`src/rtl/assert_macros.svh`:
```
// Assertion helpers shared by the RTL. Each expects clk and rst_n in scope.
`ifndef ASSERT_MACROS_SVH
`define ASSERT_MACROS_SVH

// A condition that holds at every clock edge out of reset.
`define ASSERT_ALWAYS(lbl, cond, msg) \
    lbl: assert property (@(posedge clk) disable iff (!rst_n) (cond)) else $error(msg);

// A trigger that forces a condition in the following clock cycle.
`define ASSERT_NEXT(lbl, pre, post, msg) \
    lbl: assert property (@(posedge clk) disable iff (!rst_n) (pre) |=> (post)) \
        else $error(msg);

`endif

```
`src/rtl/pcxrle_pkg.sv`:
```
package pcxrle_pkg;

    localparam int CFG_DATA_W = 13;

    localparam logic [1:0] REG_WIDTH  = 2'd0;
    localparam logic [1:0] REG_HEIGHT = 2'd1;
    localparam logic [1:0] REG_DEPTH  = 2'd2;
    localparam logic [1:0] REG_PLANES = 2'd3;

    localparam logic [7:0] RUN_MARK  = 8'hC0;
    localparam logic [7:0] RUN_MASK  = 8'h3F;
    localparam logic [7:0] BYTE_MASK = 8'hFF;

    typedef struct packed {
        logic [12:0] width;
        logic [12:0] height;
        logic [3:0]  planes;
        logic [1:0]  depth;
        logic [12:0] line_bytes;
    } geom_t;

    typedef struct packed {
        logic accept;
        logic step;
    } dp_cmd_t;

    typedef struct packed {
        logic start_run;
        logic cnt_zero;
        logic cnt_last;
        logic emit;
        logic out_blocked;
    } dp_status_t;

    // Splits one data byte into its pixel fields and moves each to its plane bits.
    function automatic logic [63:0] unpack_lanes(logic [7:0] value, logic [1:0] depth,
                                                 logic [2:0] plane, logic [3:0] lanes);
        logic [63:0] packed_lanes;
        logic [3:0]  pix;
        logic [3:0]  bits;
        logic [5:0]  sh;
        logic [7:0]  fmask;
        logic [7:0]  f;
        logic [2:0]  amt;
        logic [15:0] wide;
        packed_lanes = '0;
        pix  = 4'd8 >> depth;
        bits = 4'd1 << depth;
        sh   = {2'b00, bits} * {3'b000, plane};
        case (depth)
            2'd0:    fmask = 8'h01;
            2'd1:    fmask = 8'h03;
            2'd2:    fmask = 8'h0F;
            default: fmask = BYTE_MASK;
        endcase
        for (int i = 0; i < 8; i++) begin
            if (4'(i) < lanes) begin
                amt  = 3'(int'(bits) * (int'(pix) - 1 - i));
                f    = (value >> amt) & fmask;
                wide = {8'h00, f} << sh;
                packed_lanes[8*i +: 8] = wide[7:0];
            end
        end
        return packed_lanes;
    endfunction

endpackage

```
`src/rtl/pcxrle_cfg.sv`:
```
module pcxrle_cfg
    import pcxrle_pkg::*;
#(
    parameter int MAX_WIDTH  = 4096,
    parameter int MAX_HEIGHT = 4096
)
(
    input  logic                  clk,
    input  logic                  rst_n,
    input  logic                  cfg_wr_en,
    input  logic [1:0]            cfg_index,
    input  logic [CFG_DATA_W-1:0] cfg_data,
    output geom_t                 geom
);

    localparam logic [12:0] W_CAP = (MAX_WIDTH > 8191) ? 13'd8191 : 13'(MAX_WIDTH);
    localparam logic [12:0] H_CAP = (MAX_HEIGHT > 8191) ? 13'd8191 : 13'(MAX_HEIGHT);

    logic [12:0] width_reg;
    logic [12:0] height_reg;
    logic [1:0]  depth_reg;
    logic [3:0]  planes_reg;

    logic [12:0] w;
    logic [13:0] lb_sum;
    logic [3:0]  pix_m1;

    always_ff @(posedge clk or negedge rst_n)
    begin
        if (!rst_n)
        begin
            width_reg  <= 13'd1;
            height_reg <= 13'd1;
            depth_reg  <= 2'd3;
            planes_reg <= 4'd1;
        end
        else if (cfg_wr_en)
        begin
            case (cfg_index)
                REG_WIDTH:  width_reg  <= cfg_data[12:0];
                REG_HEIGHT: height_reg <= cfg_data[12:0];
                REG_DEPTH:  depth_reg  <= cfg_data[1:0];
                REG_PLANES: planes_reg <= cfg_data[3:0];
                default:    ;
            endcase
        end
    end

    always_comb
    begin
        if (width_reg == 13'd0)
            w = 13'd1;
        else if (width_reg > W_CAP)
            w = W_CAP;
        else
            w = width_reg;

        if (height_reg == 13'd0)
            geom.height = 13'd1;
        else if (height_reg > H_CAP)
            geom.height = H_CAP;
        else
            geom.height = height_reg;

        if (planes_reg == 4'd0)
            geom.planes = 4'd1;
        else if (planes_reg > 4'd8)
            geom.planes = 4'd8;
        else
            geom.planes = planes_reg;

        // Bytes per line round up to whole bytes of packed pixels.
        pix_m1          = (4'd8 >> depth_reg) - 4'd1;
        lb_sum          = 14'(w) + 14'(pix_m1);
        geom.line_bytes = 13'(lb_sum >> (2'd3 - depth_reg));
        geom.width      = w;
        geom.depth      = depth_reg;
    end

endmodule

```
`src/rtl/pcxrle_ctrl.sv`:
```
`include "assert_macros.svh"

module pcxrle_ctrl
    import pcxrle_pkg::*;
(
    input  logic       clk,
    input  logic       rst_n,
    input  logic       in_valid,
    output logic       in_ready,
    input  dp_status_t st,
    output dp_cmd_t    cmd
);

    typedef enum logic [1:0] {
        S_IN  = 2'b01,
        S_RUN = 2'b10
    } state_t;

    state_t state_reg;
    state_t state_next;
    logic   run_end;

    assign in_ready   = (state_reg == S_IN);
    assign cmd.accept = in_valid && in_ready;
    // A step that would produce a beat waits while the output register is full and not taken.
    assign cmd.step   = (state_reg == S_RUN) && !(st.emit && st.out_blocked);
    assign run_end    = cmd.step && (st.cnt_zero || st.cnt_last);

    always_comb
    begin
        state_next = state_reg;
        case (state_reg)
            S_IN:
            begin
                if (cmd.accept && st.start_run)
                    state_next = S_RUN;
            end
            S_RUN:
            begin
                if (run_end)
                    state_next = S_IN;
            end
            default: state_next = S_IN;
        endcase
    end

    always_ff @(posedge clk or negedge rst_n)
    begin
        if (!rst_n)
            state_reg <= S_IN;
        else
            state_reg <= state_next;
    end

    `ASSERT_NEXT(a_run_exit, (state_reg == S_RUN) && run_end, state_reg == S_IN, "run did not end")
    `ASSERT_NEXT(a_run_enter, cmd.accept && st.start_run, state_reg == S_RUN, "run not started")
    `ASSERT_ALWAYS(a_no_step_idle, !(cmd.step && cmd.accept), "step and accept together")

endmodule

```
`src/rtl/pcxrle_dp.sv`:
```
`include "assert_macros.svh"

module pcxrle_dp
    import pcxrle_pkg::*;
(
    input  logic        clk,
    input  logic        rst_n,
    input  geom_t       geom,
    input  dp_cmd_t     cmd,
    output dp_status_t  st,
    input  logic [7:0]  stream_byte,
    output logic        out_valid,
    input  logic        out_ready,
    output logic [11:0] row_index,
    output logic [2:0]  plane_index,
    output logic [11:0] first_column,
    output logic [3:0]  lane_count,
    output logic [63:0] pixel_lanes,
    output logic        last_of_run,
    output logic        picture_done
);

    logic        await_reg,    await_next;
    logic [5:0]  run_len_reg,  run_len_next;
    logic [11:0] row_reg,      row_next;
    logic [2:0]  plane_reg,    plane_next;
    logic [12:0] col_reg,      col_next;
    logic        finished_reg, finished_next;
    logic [5:0]  cnt_reg,      cnt_next;
    logic [7:0]  value_reg,    value_next;
    logic        out_valid_reg, out_valid_next;

    logic [11:0] row_out_reg;
    logic [2:0]  plane_out_reg;
    logic [11:0] col_out_reg;
    logic [3:0]  lanes_out_reg;
    logic [63:0] pixels_out_reg;
    logic        last_out_reg;
    logic        done_out_reg;

    logic [3:0]  pix;
    logic [12:0] col0;
    logic [12:0] diff;
    logic [3:0]  lanes;
    logic        last_line;
    logic        pic_done;
    logic [5:0]  rem;
    logic        more_later;
    logic        load_out;
    logic        run_end;
    logic [12:0] col_after;
    logic [3:0]  plane_p1;
    logic [12:0] row_p1;

    assign pix  = 4'd8 >> geom.depth;
    assign col0 = col_reg << (3'd3 - {1'b0, geom.depth});
    assign diff = geom.width - col0;
    assign lanes = (diff > {9'd0, pix}) ? pix : diff[3:0];
    assign last_line = ({1'b0, plane_reg} + 4'd1 >= geom.planes)
                    && ({1'b0, row_reg} + 13'd1 >= geom.height);
    assign pic_done = last_line && (14'(col_reg) + 14'd1 == 14'(geom.line_bytes));
    assign rem = cnt_reg - 6'd1;
    // Another beat follows in this run if the next byte is still inside the line,
    // or if the column counter wraps back to the start of the line before the run ends.
    assign more_later = (rem != 6'd0)
                     && ((14'(col_reg) + 14'd1 < 14'(geom.line_bytes))
                      || (14'(col_reg) + 14'(rem) >= 14'd8192));

    assign st.start_run   = !finished_reg && (await_reg || ((stream_byte & RUN_MARK) != RUN_MARK));
    assign st.cnt_zero    = (cnt_reg == 6'd0);
    assign st.cnt_last    = (cnt_reg == 6'd1);
    assign st.emit        = !st.cnt_zero && (col_reg < geom.line_bytes);
    assign st.out_blocked = out_valid_reg && !out_ready;

    assign load_out  = cmd.step && st.emit;
    assign run_end   = cmd.step && (st.cnt_zero || st.cnt_last);
    assign col_after = st.cnt_zero ? col_reg : col_reg + 13'd1;
    assign plane_p1  = {1'b0, plane_reg} + 4'd1;
    assign row_p1    = {1'b0, row_reg} + 13'd1;

    always_comb
    begin
        await_next    = await_reg;
        run_len_next  = run_len_reg;
        row_next      = row_reg;
        plane_next    = plane_reg;
        col_next      = col_reg;
        finished_next = finished_reg;
        cnt_next      = cnt_reg;
        value_next    = value_reg;

        if (cmd.accept && !finished_reg)
        begin
            if (await_reg)
            begin
                await_next = 1'b0;
                cnt_next   = run_len_reg;
                value_next = stream_byte;
            end
            else if ((stream_byte & RUN_MARK) == RUN_MARK)
            begin
                await_next   = 1'b1;
                run_len_next = 6'(stream_byte & RUN_MASK);
            end
            else
            begin
                cnt_next   = 6'd1;
                value_next = stream_byte;
            end
        end

        if (cmd.step && !st.cnt_zero)
        begin
            cnt_next = cnt_reg - 6'd1;
            col_next = col_reg + 13'd1;
        end

        if (run_end && (col_after >= geom.line_bytes))
        begin
            col_next = 13'd0;
            if (plane_p1 >= geom.planes)
            begin
                plane_next = 3'd0;
                row_next   = row_p1[11:0];
                if (row_p1 >= geom.height)
                    finished_next = 1'b1;
            end
            else
            begin
                plane_next = plane_p1[2:0];
            end
        end

        if (load_out)
            out_valid_next = 1'b1;
        else if (out_ready)
            out_valid_next = 1'b0;
        else
            out_valid_next = out_valid_reg;
    end

    always_ff @(posedge clk or negedge rst_n)
    begin
        if (!rst_n)
        begin
            await_reg     <= 1'b0;
            run_len_reg   <= 6'd0;
            row_reg       <= 12'd0;
            plane_reg     <= 3'd0;
            col_reg       <= 13'd0;
            finished_reg  <= 1'b0;
            cnt_reg       <= 6'd0;
            out_valid_reg <= 1'b0;
        end
        else
        begin
            await_reg     <= await_next;
            run_len_reg   <= run_len_next;
            row_reg       <= row_next;
            plane_reg     <= plane_next;
            col_reg       <= col_next;
            finished_reg  <= finished_next;
            cnt_reg       <= cnt_next;
            out_valid_reg <= out_valid_next;
        end
    end

    always_ff @(posedge clk)
    begin
        value_reg <= value_next;
        if (load_out)
        begin
            row_out_reg    <= row_reg;
            plane_out_reg  <= plane_reg;
            col_out_reg    <= col0[11:0];
            lanes_out_reg  <= lanes;
            pixels_out_reg <= unpack_lanes(value_reg, geom.depth, plane_reg, lanes);
            last_out_reg   <= !more_later;
            done_out_reg   <= pic_done;
        end
    end

    assign out_valid    = out_valid_reg;
    assign row_index    = row_out_reg;
    assign plane_index  = plane_out_reg;
    assign first_column = col_out_reg;
    assign lane_count   = lanes_out_reg;
    assign pixel_lanes  = pixels_out_reg;
    assign last_of_run  = last_out_reg;
    assign picture_done = done_out_reg;

    `ASSERT_ALWAYS(a_lanes_range, !out_valid_reg || ((lanes_out_reg != 4'd0) && (lanes_out_reg <= 4'd8)), "bad lane count")
    `ASSERT_NEXT(a_value_taken, cmd.accept && await_reg && !finished_reg, !await_reg, "run value not consumed")
    `ASSERT_ALWAYS(a_done_quiet, !(finished_reg && st.start_run), "run started after picture end")

endmodule

```
`src/rtl/pcx_rle_plane_unpacker.sv`:
```
// Channel  | Handshake             | Payload
// ---------+-----------------------+------------------------------------------------
// input    | in_valid / in_ready   | stream_byte
// output   | out_valid / out_ready | row_index plane_index first_column lane_count
//          |                       | pixel_lanes last_of_run picture_done
// config   | cfg_wr_en             | cfg_index cfg_data
//
// A run-count byte is only accepted. A literal is accepted, then stepped for its beat.
// A run value is accepted, then stepped per byte (once if its count is zero); the step
// sequencer handles one repeated byte per cycle unless stalled, so runs set the rate.
// Accepting the next byte does not wait on the output register; a step that has a beat
// to deliver stalls while that register is full and not taken.
// Reset is asynchronous and active low; there is no clearing pass.
module pcx_rle_plane_unpacker
    import pcxrle_pkg::*;
#(
    parameter int MAX_WIDTH  = 4096,
    parameter int MAX_HEIGHT = 4096
)
(
    input  logic                  clk,
    input  logic                  rst_n,
    input  logic                  cfg_wr_en,
    input  logic [1:0]            cfg_index,
    input  logic [CFG_DATA_W-1:0] cfg_data,
    input  logic                  in_valid,
    output logic                  in_ready,
    input  logic [7:0]            stream_byte,
    output logic                  out_valid,
    input  logic                  out_ready,
    output logic [11:0]           row_index,
    output logic [2:0]            plane_index,
    output logic [11:0]           first_column,
    output logic [3:0]            lane_count,
    output logic [63:0]           pixel_lanes,
    output logic                  last_of_run,
    output logic                  picture_done
);

    geom_t      geom;
    dp_cmd_t    cmd;
    dp_status_t st;

    pcxrle_cfg #(
        .MAX_WIDTH  (MAX_WIDTH),
        .MAX_HEIGHT (MAX_HEIGHT)
    ) u_cfg (
        .clk       (clk),
        .rst_n     (rst_n),
        .cfg_wr_en (cfg_wr_en),
        .cfg_index (cfg_index),
        .cfg_data  (cfg_data),
        .geom      (geom)
    );

    pcxrle_ctrl u_ctrl (
        .clk      (clk),
        .rst_n    (rst_n),
        .in_valid (in_valid),
        .in_ready (in_ready),
        .st       (st),
        .cmd      (cmd)
    );

    pcxrle_dp u_dp (
        .clk          (clk),
        .rst_n        (rst_n),
        .geom         (geom),
        .cmd          (cmd),
        .st           (st),
        .stream_byte  (stream_byte),
        .out_valid    (out_valid),
        .out_ready    (out_ready),
        .row_index    (row_index),
        .plane_index  (plane_index),
        .first_column (first_column),
        .lane_count   (lane_count),
        .pixel_lanes  (pixel_lanes),
        .last_of_run  (last_of_run),
        .picture_done (picture_done)
    );

endmodule
```
`config.mk`:
```
export PLATFORM = sky130hd
export DESIGN_NAME = pcx_rle_plane_unpacker
export DESIGN_NICKNAME = d
export VERILOG_FILES = /design/src/rtl/pcxrle_pkg.sv /design/src/rtl/pcxrle_cfg.sv /design/src/rtl/pcxrle_ctrl.sv /design/src/rtl/pcxrle_dp.sv /design/src/rtl/pcx_rle_plane_unpacker.sv
export VERILOG_INCLUDE_DIRS = /design/src /design/src/rtl
export SDC_FILE = /design/constraint.sdc
export NUM_CORES = 1
export LEC_CHECK = 0
export ABC_CLOCK_PERIOD_IN_PS = 11100
export BUFFER_PORTS_ARGS = -buffer_cell sky130_fd_sc_hd__buf_4
export CAP_MARGIN = 10
export CELL_PAD_IN_SITES_DETAIL_PLACEMENT = 1
export CELL_PAD_IN_SITES_GLOBAL_PLACEMENT = 1
export CORE_MARGIN = 4
export CORE_UTILIZATION = 47
export DETAILED_ROUTE_END_ITERATION = 16
export GPL_ROUTABILITY_DRIVEN = 0
export PLACE_DENSITY = 0.85
export SYNTH_ARGS = -nofsm -noshare
export SYNTH_HDL_FRONTEND = slang
export SYNTH_SLANG_ARGS = --single-unit
```
`constraint.sdc`:
```
create_clock -name clk -period 11.1 [get_ports clk]
set_input_delay 1.11 -clock clk [delete_from_list [all_inputs] [get_ports clk]]
set_output_delay 1.11 -clock clk [all_outputs]
set_load 0.03 [all_outputs]
```
==> impl_metrics.tcl, run 1 <==
set metrics [dict create \
    status "complete, no violations" \
    coreArea_um2 28600 \
    p_sw_uw 1520 \
    setup_violations 0 \
    synthArstFlopShare_pct 42.3 \
    dp_hpwl_um 31800 \
    p_total_uw 3360 \
    switching_share_pct 45.3 \
    synth-edff-count 105 \
    ctsResizeCount 0 \
    port_buffers 126 \
    endpoint_kind "flop" \
    grt_antenna_before_repair 0 \
    powerDensity_nw_per_um2 218 \
    synthesis.nets 1569 \
    crit_required_ps 11170 \
    yosysWarnings 0 \
    finalSetupTns_ps 0 \
    fp.dieH_um 178 \
    worstHoldStart "u_dp.await_reg" \
    wl_um 43000 \
    crit_start "u_cfg.depth_reg[0]" \
    clkPwrFrac_pct 17.8 \
    post-route-min-period_ps 7810 \
    layout_commonest_cell "buf_4" \
    syn_inst 1438 \
    die-area_um2 31800 \
    drv_slew 0 \
    final_nets 1645 \
    seqPwrFrac_pct 29.5 \
    boundaryPins 127 \
    drc 0 \
    clockRootBuffer "clkbuf_16" \
    area_growth_pct 13.2 \
    tightestPinTransition_ps 1110 \
    antennaDiodeCount 0 \
    critPathKind "reg2reg" \
    syn_avg_cell_area_um2 9.48 \
    p_leak_uw 0.00667 \
    clock_skew_ps 12.7 \
    min_path_type "reg2reg" \
    final.period_utilization_pct 70.4 \
    post_cts.repair.setup_buffers 0 \
    drtIter0Drc 790 \
    holdWs_ps 517 \
    drive_gt1_share_pct 18.6 \
    rsz0062_at_grt "no" \
    seq_area_frac_synth_pct 37.3 \
    ys.flop_type "edfxtp_1" \
    post_drt_wl_per_cell_um 22.5 \
    vias_per_cell 6.18 \
    synth_area_um2 13600 \
    ys_types 88 \
    final_cell_mix "buf_4, nand2_1, nor2_1, edfxtp_1, ha_1" \
    cts_buffers 17 \
    rows 62 \
    vdd_drop_max_mv 0.0934 \
    grt.total_usage_pct 27.2 \
    clkTransAtPathRegs_ps 70 \
    postPlaceCellArea_um2 14800 \
    arrival_ps 7890 \
    cts_buffer_depth 2 \
    grt_overflow_total 0 \
    p_comb_share_pct 52.7 \
    initial_core_util_pct 47.6 \
    reg2reg_from "u_cfg.depth_reg[0]" \
    first_pass_iters 5 \
    cts_hold_buf 0 \
    hold_viol 0 \
    critPathMaxFanout 59 \
    ant_nets 0 \
    fp.dieW_um 178 \
    route.vias.total 11800 \
    cap_violations 0 \
    internal_power_uw 1840 \
    grt_max_degree 78 \
    slew-limit-headroom_pct 25.4 \
    clock_latency_ps 450 \
    largest_reg_flops 64 \
    start_kind "flop" \
    tritoncts "built" \
    grt_pass1_wl_um 68200 \
    clock_sinks 182 \
    fmax_mhz 128 \
    ys_ff_latch 182 \
    grt_pass1_vias 12500 \
    fin_area_um2 15400 \
    htree_levels 4 \
]
[power by group through the flow]
stage	clock, uW	sequential [uW]	combinational, uW
after floorplan	0	1040	1160
after global placement	0	989	1640
after detailed placement	0	998	1710
after CTS	609	986	1740
after global routing	637	1000	1930
final	599	989	1770
[layout make-up]
type	count	area [um^2]
fillers	3257	13200
multi-input cells	1115	8000
clock buffers	22	495
flip-flops and latches	182	5090
inverters	59	221
clock inverters	10	83.8
repair buffers	139	1060
well taps	384	480
[metal layers]
metal	global-route usage, %	share of wire [%]	vias up
met3	3.77	4.4	124
met5	0	0	-
met2	47.5	50	396
li1	-	-	5455
met1	32.7	40	5836
met4	13.8	5.0	0
[Yosys cell counts (22+ instances only)]
cell / number / area [um^2]
edfxtp_1: 105 / 3150
dfrtp_1: 71 / 1780
mux2_2: 65 / 732
clkbuf_1: 62 / 233
and3_1: 40 / 250
nor2_1: 117 / 439
xnor2_1: 44 / 385
mux2i_1: 47 / 470
nand2_1: 124 / 465
xor2_1: 26 / 228
o21ai_0: 58 / 290
nor3_1: 48 / 240
inv_1: 59 / 221
ha_1: 98 / 1230
nand3_1: 24 / 120
nor2b_1: 22 / 138
a21oi_1: 72 / 360
[path summary, 6_finish.rpt]
kind	endpoint	slack, ps	cells after the start
min in group asynchronous	u_dp.row_reg[6]	830	1
min reg2reg	u_dp.await_reg	520	1
max in group asynchronous	u_dp.col_reg[1]	9590	1
max reg2reg	u_dp.row_index[3]	3290	20
min	u_dp.await_reg	520	1
max	u_dp.row_index[3]	3290	20
[cells by family after synthesis]
logic type,count (synthesis),share of synthesized area [%]
flip-flops,182,37.3
adder cells (fa/ha/maj),103,9.73
AO/OA/AOI/OAI,326,16.1
multiplexers,120,9.80
AND/OR/NAND/NOR,496,18.4
buffers and inverters,141,4.10
XOR/XNOR,70,4.50
[worst max-delay path, cell delays in order (launching register included)]
cell	delay, ps
dfstp_2	960
inv_1	560
ha_1	530
inv_1	230
ha_1	420
fa_1	490
nand2b_1	220
a211oi_1	280
xnor2_1	220
nor2_1	60
or3_1	350
o21ai_0	210
ha_1	350
a2111oi_0	400
a21oi_1	180
o21ai_0	260
o31ai_2	140
a31oi_1	360
o31ai_1	180
nor2b_4	290
buf_4	680
[through the flow]
stage	utilization [%]	std cells	setup WS (ps)
CTS	53.8	1910	2690
finish	53.9	1911	3290
global placement	51.8	1878	3140
global route	53.9	1911	2770
floorplan	-	1438	966
detailed placement	51.8	1878	2700
No activity file was read; power rests on OpenSTA's default activity.
==> run 2: changes to the inputs <==
ABC_CLOCK_PERIOD_IN_PS = 7400   (was 11100)
clock period = 7.4 ns   (was 11.1 ns; I/O delays follow)
==> impl_metrics.tcl, run 2 (same netlist as run 1, synthesis figures left out) <==
set metrics [dict create \
    ctsResizeCount 0 \
    powerDensity_nw_per_um2 329 \
    clkTransAtPathRegs_ps 80 \
    route.vias.total 11700 \
    final_cell_mix "buf_4, nand2_1, nor2_1, edfxtp_1, ha_1" \
    vdd_drop_max_mv 0.155 \
    start_kind "flop" \
    die-area_um2 31800 \
    tightestPinTransition_ps 1060 \
    hold_viol 0 \
    fmax_mhz 149 \
    drc 0 \
    grt.total_usage_pct 27.6 \
    max_stage_delay_ps 740 \
    antennaDiodeCount 0 \
    place_inst 1882 \
    grt_overflow_total 0 \
    ant_nets 0 \
    slew-limit-headroom_pct 29.5 \
    final.period_utilization_pct 90.7 \
    tritoncts "built" \
    clockRootBuffer "clkbuf_16" \
    arrival_ps 6800 \
    coreArea_um2 28600 \
    min_path_type "in2async" \
    slowest_stage "dfstp_2" \
    p_leak_uw 0.00669 \
    grt_pass1_vias 12300 \
    endpoint_kind "flop" \
    stdcell_count 1914 \
    clock_skew_ps 17.2 \
    fp.dieW_um 178 \
    htree_levels 4 \
    crit_buf_inv 2 \
    wl_um 43500 \
    clock_sinks 182 \
    crit_required_ps 7480 \
    drv_slew 0 \
    clock_latency_ps 460 \
    initial_core_util_pct 47.6 \
    critical_path.top_delay_family "compound AO/OA/AOI/OAI gates" \
    fp.dieH_um 178 \
    port_buffers 126 \
    area_growth_pct 13.4 \
    drtIter0Drc 867 \
    critPathMaxFanout 49 \
    post-route-min-period_ps 6710 \
    largest_reg_flops 64 \
    final_nets 1648 \
    first_pass_iters 5 \
    critPathKind "reg2reg" \
    cts_buffer_depth 2 \
    setup_violations 0 \
    layout_commonest_cell "buf_4" \
    status "complete, no violations" \
    grt_antenna_before_repair 0 \
    cp_common_cell "ha_1" \
    dp_hpwl_um 32300 \
    finalSetupTns_ps 0 \
    rows 62 \
    post_cts.repair.setup_buffers 0 \
    post_drt_wl_per_cell_um 22.7 \
    grt_pass1_wl_um 69000 \
    drive_gt1_share_pct 18.7 \
    rsz0062_at_grt "no" \
    cts_hold_buf 0 \
    cap_violations 0 \
    vias_per_cell 6.11 \
    grt_max_degree 78 \
    boundaryPins 127 \
    cp_cell_sequence "ha_1 > inv_1 > ha_1 > fa_1 > nand2b_1 > a211oi_1 > xnor2_1 > nor2_1 > or3_1 > o21ai_0 > ha_1 > a2111oi_0 > a21oi_1 > o21ai_0 > o31ai_2 > a31oi_1 > o31ai_1 > nor2b_4 > buf_4" \
    cts_buffers 17 \
]
## run 2: area by class of cell
cell class / instances / area (um^2)
Tap cell: 384 / 480
Clock inverter: 14 / 171
Clock buffer: 18 / 429
Timing Repair Buffer: 142 / 1070
Inverter: 59 / 221
Fill cell: 3255 / 13200
Sequential cell: 182 / 5090
Multi-Input combinational cell: 1115 / 8000
## run 2: metal layers
metal | vias to the layer above | wire length (um) | global-route usage, %
li1 | 5456 | - | -
met1 | 5779 | 17900 | 34.4
met2 | 358 | 21700 | 48.1
met3 | 105 | 2030 | 3.82
met4 | 0 | 1820 | 11.6
met5 | - | 0 | 0
## run 2: worst paths after layout
check	start	end	slack, ps	depth (start not counted)
setup / recovery	u_cfg.depth_reg[1]	u_dp.pixel_lanes[47]	690	19
hold / removal	rst_n	u_dp.row_reg[6]	460	1
setup reg to reg	u_cfg.depth_reg[1]	u_dp.pixel_lanes[47]	690	19
hold reg to reg	u_dp.await_reg	u_dp.await_reg	530	1
max in group asynchronous	rst_n	u_dp.run_len_reg[0]	6260	1
min in group clk	stream_byte[3]	u_dp.value_reg[3]	470	1
## run 2: metrics by stage
step	setup slack, ps	util, %	instance area [um^2]	hold slack [ps]	power [uW]
floorplan	218	-	13600	444	3290
global placement	1180	51.9	14900	474	3930
detailed placement	808	51.9	14900	514	4070
CTS	766	54.0	15500	453	5070
global route	68.6	54.0	15500	455	5410
finish	686	54.0	15500	455	5090
## run 2: report_power, final
group | switching, uW | total (uW) | internal [uW] | leakage, uW
Sequential | 168 | 1470 | 1300 | 0.00195
Clock | 429 | 963 | 535 | 0.000291
Combinational | 1690 | 2660 | 970 | 0.00445
## run 2: worst reg2reg max path, delay by kind of cell (launching register included)
family / cells / cell delay (ps)
AO/OA/AOI/OAI: 8 / 1890
adder cells (fa/ha/maj): 4 / 1840
buffers and inverters: 2 / 740
AND/OR/NAND/NOR: 4 / 800
XOR/XNOR: 1 / 230
flip-flops: 1 / 740
==> run 3: changes to the inputs <==
ABC_AREA = 1   (was default)
CORE_UTILIZATION = 45   (was 47)
PLACE_DENSITY = 0.86   (was 0.85)
==> impl_metrics.tcl, run 3 <==
set metrics [dict create \
    ys.flop_type "edfxtp_1" \
    hold_viol 0 \
    reg2reg_from "u_cfg.depth_reg[1]" \
    clockRootBuffer "clkbuf_16" \
    synth_top_cell_area_share_pct 23.0 \
    grt_overflow_total 0 \
    cts_buffers 17 \
    grt_pass1_wl_um 68100 \
    clock_sinks 182 \
    route.vias.total 12900 \
    p_total_uw 3470 \
    cts_buffer_depth 2 \
    grt_max_degree 78 \
    clock_latency_ps 460 \
    synth-edff-count 105 \
    endpoint_kind "flop" \
    layout_commonest_cell "nand2_1" \
    die-area_um2 33300 \
    ctsResizeCount 0 \
    ant_nets 0 \
    clock_skew_ps 18.2 \
    seq_area_frac_synth_pct 37.2 \
    crit_required_ps 7510 \
    htree_levels 4 \
    arrival_ps 6910 \
    fmax_mhz 147 \
    tritoncts "built" \
    rsz0062_at_grt "no" \
    port_buffers 126 \
    cts_hold_buf 0 \
    vdd_drop_max_mv 0.147 \
    clkTransAtPathRegs_ps 80 \
    post_cts.repair.setup_buffers 0 \
    start_kind "flop" \
    cap_violations 0 \
    final.period_utilization_pct 91.9 \
    synthTopCellsByArea "edfxtp_1, dfrtp_1, nand2_1" \
    yosys.area.top_type "edfxtp_1" \
    initial_core_util_pct 45.9 \
    antennaDiodeCount 0 \
    vias_per_cell 5.51 \
    tightestPinTransition_ps 1090 \
    setup_violations 0 \
    grt_antenna_before_repair 0 \
    final_cell_mix "nand2_1, inv_1, nor2_1, o21ai_0, buf_4" \
    drtIter0Drc 599 \
    grt.total_usage_pct 25.1 \
    wl_um 41700 \
    critPathKind "reg2reg" \
    status "complete, no violations" \
    crit_start "u_cfg.depth_reg[1]" \
    slew-limit-headroom_pct 25.7 \
    syn_avg_cell_area_um2 7.42 \
    p_leak_uw 0.00733 \
    coreArea_um2 29800 \
    grt_pass1_vias 13300 \
    drc 0 \
    finalSetupTns_ps 0 \
    synth_area_um2 13700 \
    final_nets 2062 \
    powerDensity_nw_per_um2 225 \
    post_drt_wl_per_cell_um 17.9 \
    first_pass_iters 5 \
    rows 63 \
    synthesis.nets 1976 \
    synth_commonest_cells "nand2_1, inv_1, nor2_1, o21ai_0, edfxtp_1" \
    syn_inst 1845 \
    post-route-min-period_ps 6800 \
    drive_gt1_share_pct 11.4 \
    yosysMostFrequentCell "nand2_1" \
    r2r_setup_slack_ps 600 \
    postPlaceCellArea_um2 14900 \
    fp.dieH_um 182 \
    drv_slew 0 \
    worstHoldStart "stream_byte[7]" \
    fin_area_um2 15500 \
    fp.dieW_um 182 \
    synthArstFlopShare_pct 42.3 \
    ys_types 57 \
    area_growth_pct 12.9 \
    dp_hpwl_um 31900 \
    min_path_type "in2reg" \
    yosysWarnings 0 \
    ys_ff_latch 182 \
    boundaryPins 127 \
    critPathMaxFanout 31 \
    largest_reg_flops 64 \
]
run 3: critical path, stage by stage, from the launching register on:
cell       delay (ps)
dfstp_2           800
ha_1              240
buf_4             180
inv_1             230
ha_1              490
inv_1             180
ha_1              320
nand2_1            50
o21ai_0           340
a21oi_2           160
nor4_1            310
xnor2_1           180
o21ai_0           100
inv_1              90
nor2_1             40
a31oi_1           310
ha_1              320
a21oi_1           170
nor2_1             50
a2111oi_0         850
nand3_1           290
inv_4             300
buf_4             400
run 3: final cells by class:
type                       count  area, um^2
inverter                     251         947
multi-input combinational   1343        7340
tap                          390         488
sequential                   182        5090
clock inverter                14         108
fill                        3812       14300
timing repair buffer         136        1030
clock buffer                  18         450
run 3: report_power, final:
group | internal, uW | switching, uW | total [uW]
Sequential | 1140 | 59.4 | 1200
Clock | 458 | 434 | 892
Combinational | 441 | 939 | 1380
run 3: stage by stage:
| stage | setup WS, ps | hold slack (ps) | util (%) | std cells |
|---|---|---|---|---|
| after floorplan | 230 | 423 | - | 1845 |
| after global placement | 920 | 450 | 50.0 | 2302 |
| after detailed placement | 652 | 465 | 50.0 | 2302 |
| after CTS | 578 | 470 | 51.9 | 2334 |
| after global routing | 19.9 | 468 | 51.9 | 2334 |
| final | 601 | 485 | 51.9 | 2334 |
run 3: final timing paths:
kind	to	cells after the start
setup reg to reg	u_dp.pixel_lanes[6]	22
max in group asynchronous	u_dp.col_reg[2]	1
min in group asynchronous	u_dp.row_reg[7]	1
hold reg to reg	u_dp.row_index[11]	0
hold / removal	u_dp.value_reg[7]	1
setup / recovery	u_dp.pixel_lanes[6]	22
run 3: kinds of logic after synthesis:
family	share of synthesized area, %
and+or+nand+nor	24.6
adders and majority gates	9.69
DFF	37.2
buffers and inverters	9.20
xor gates and xnor gates	2.88
AOI/OAI and AO/OA	15.9
muxes	0.567
run 3: metal layers:
layer | GRT usage [%] | part of all wire, % | wire length, um
met1 | 30.9 | 42 | 17600
met2 | 45.5 | 51 | 21400
met3 | 3.19 | 3.8 | 1600
met4 | 8.41 | 2.8 | 1170
met5 | 0 | 0 | 0
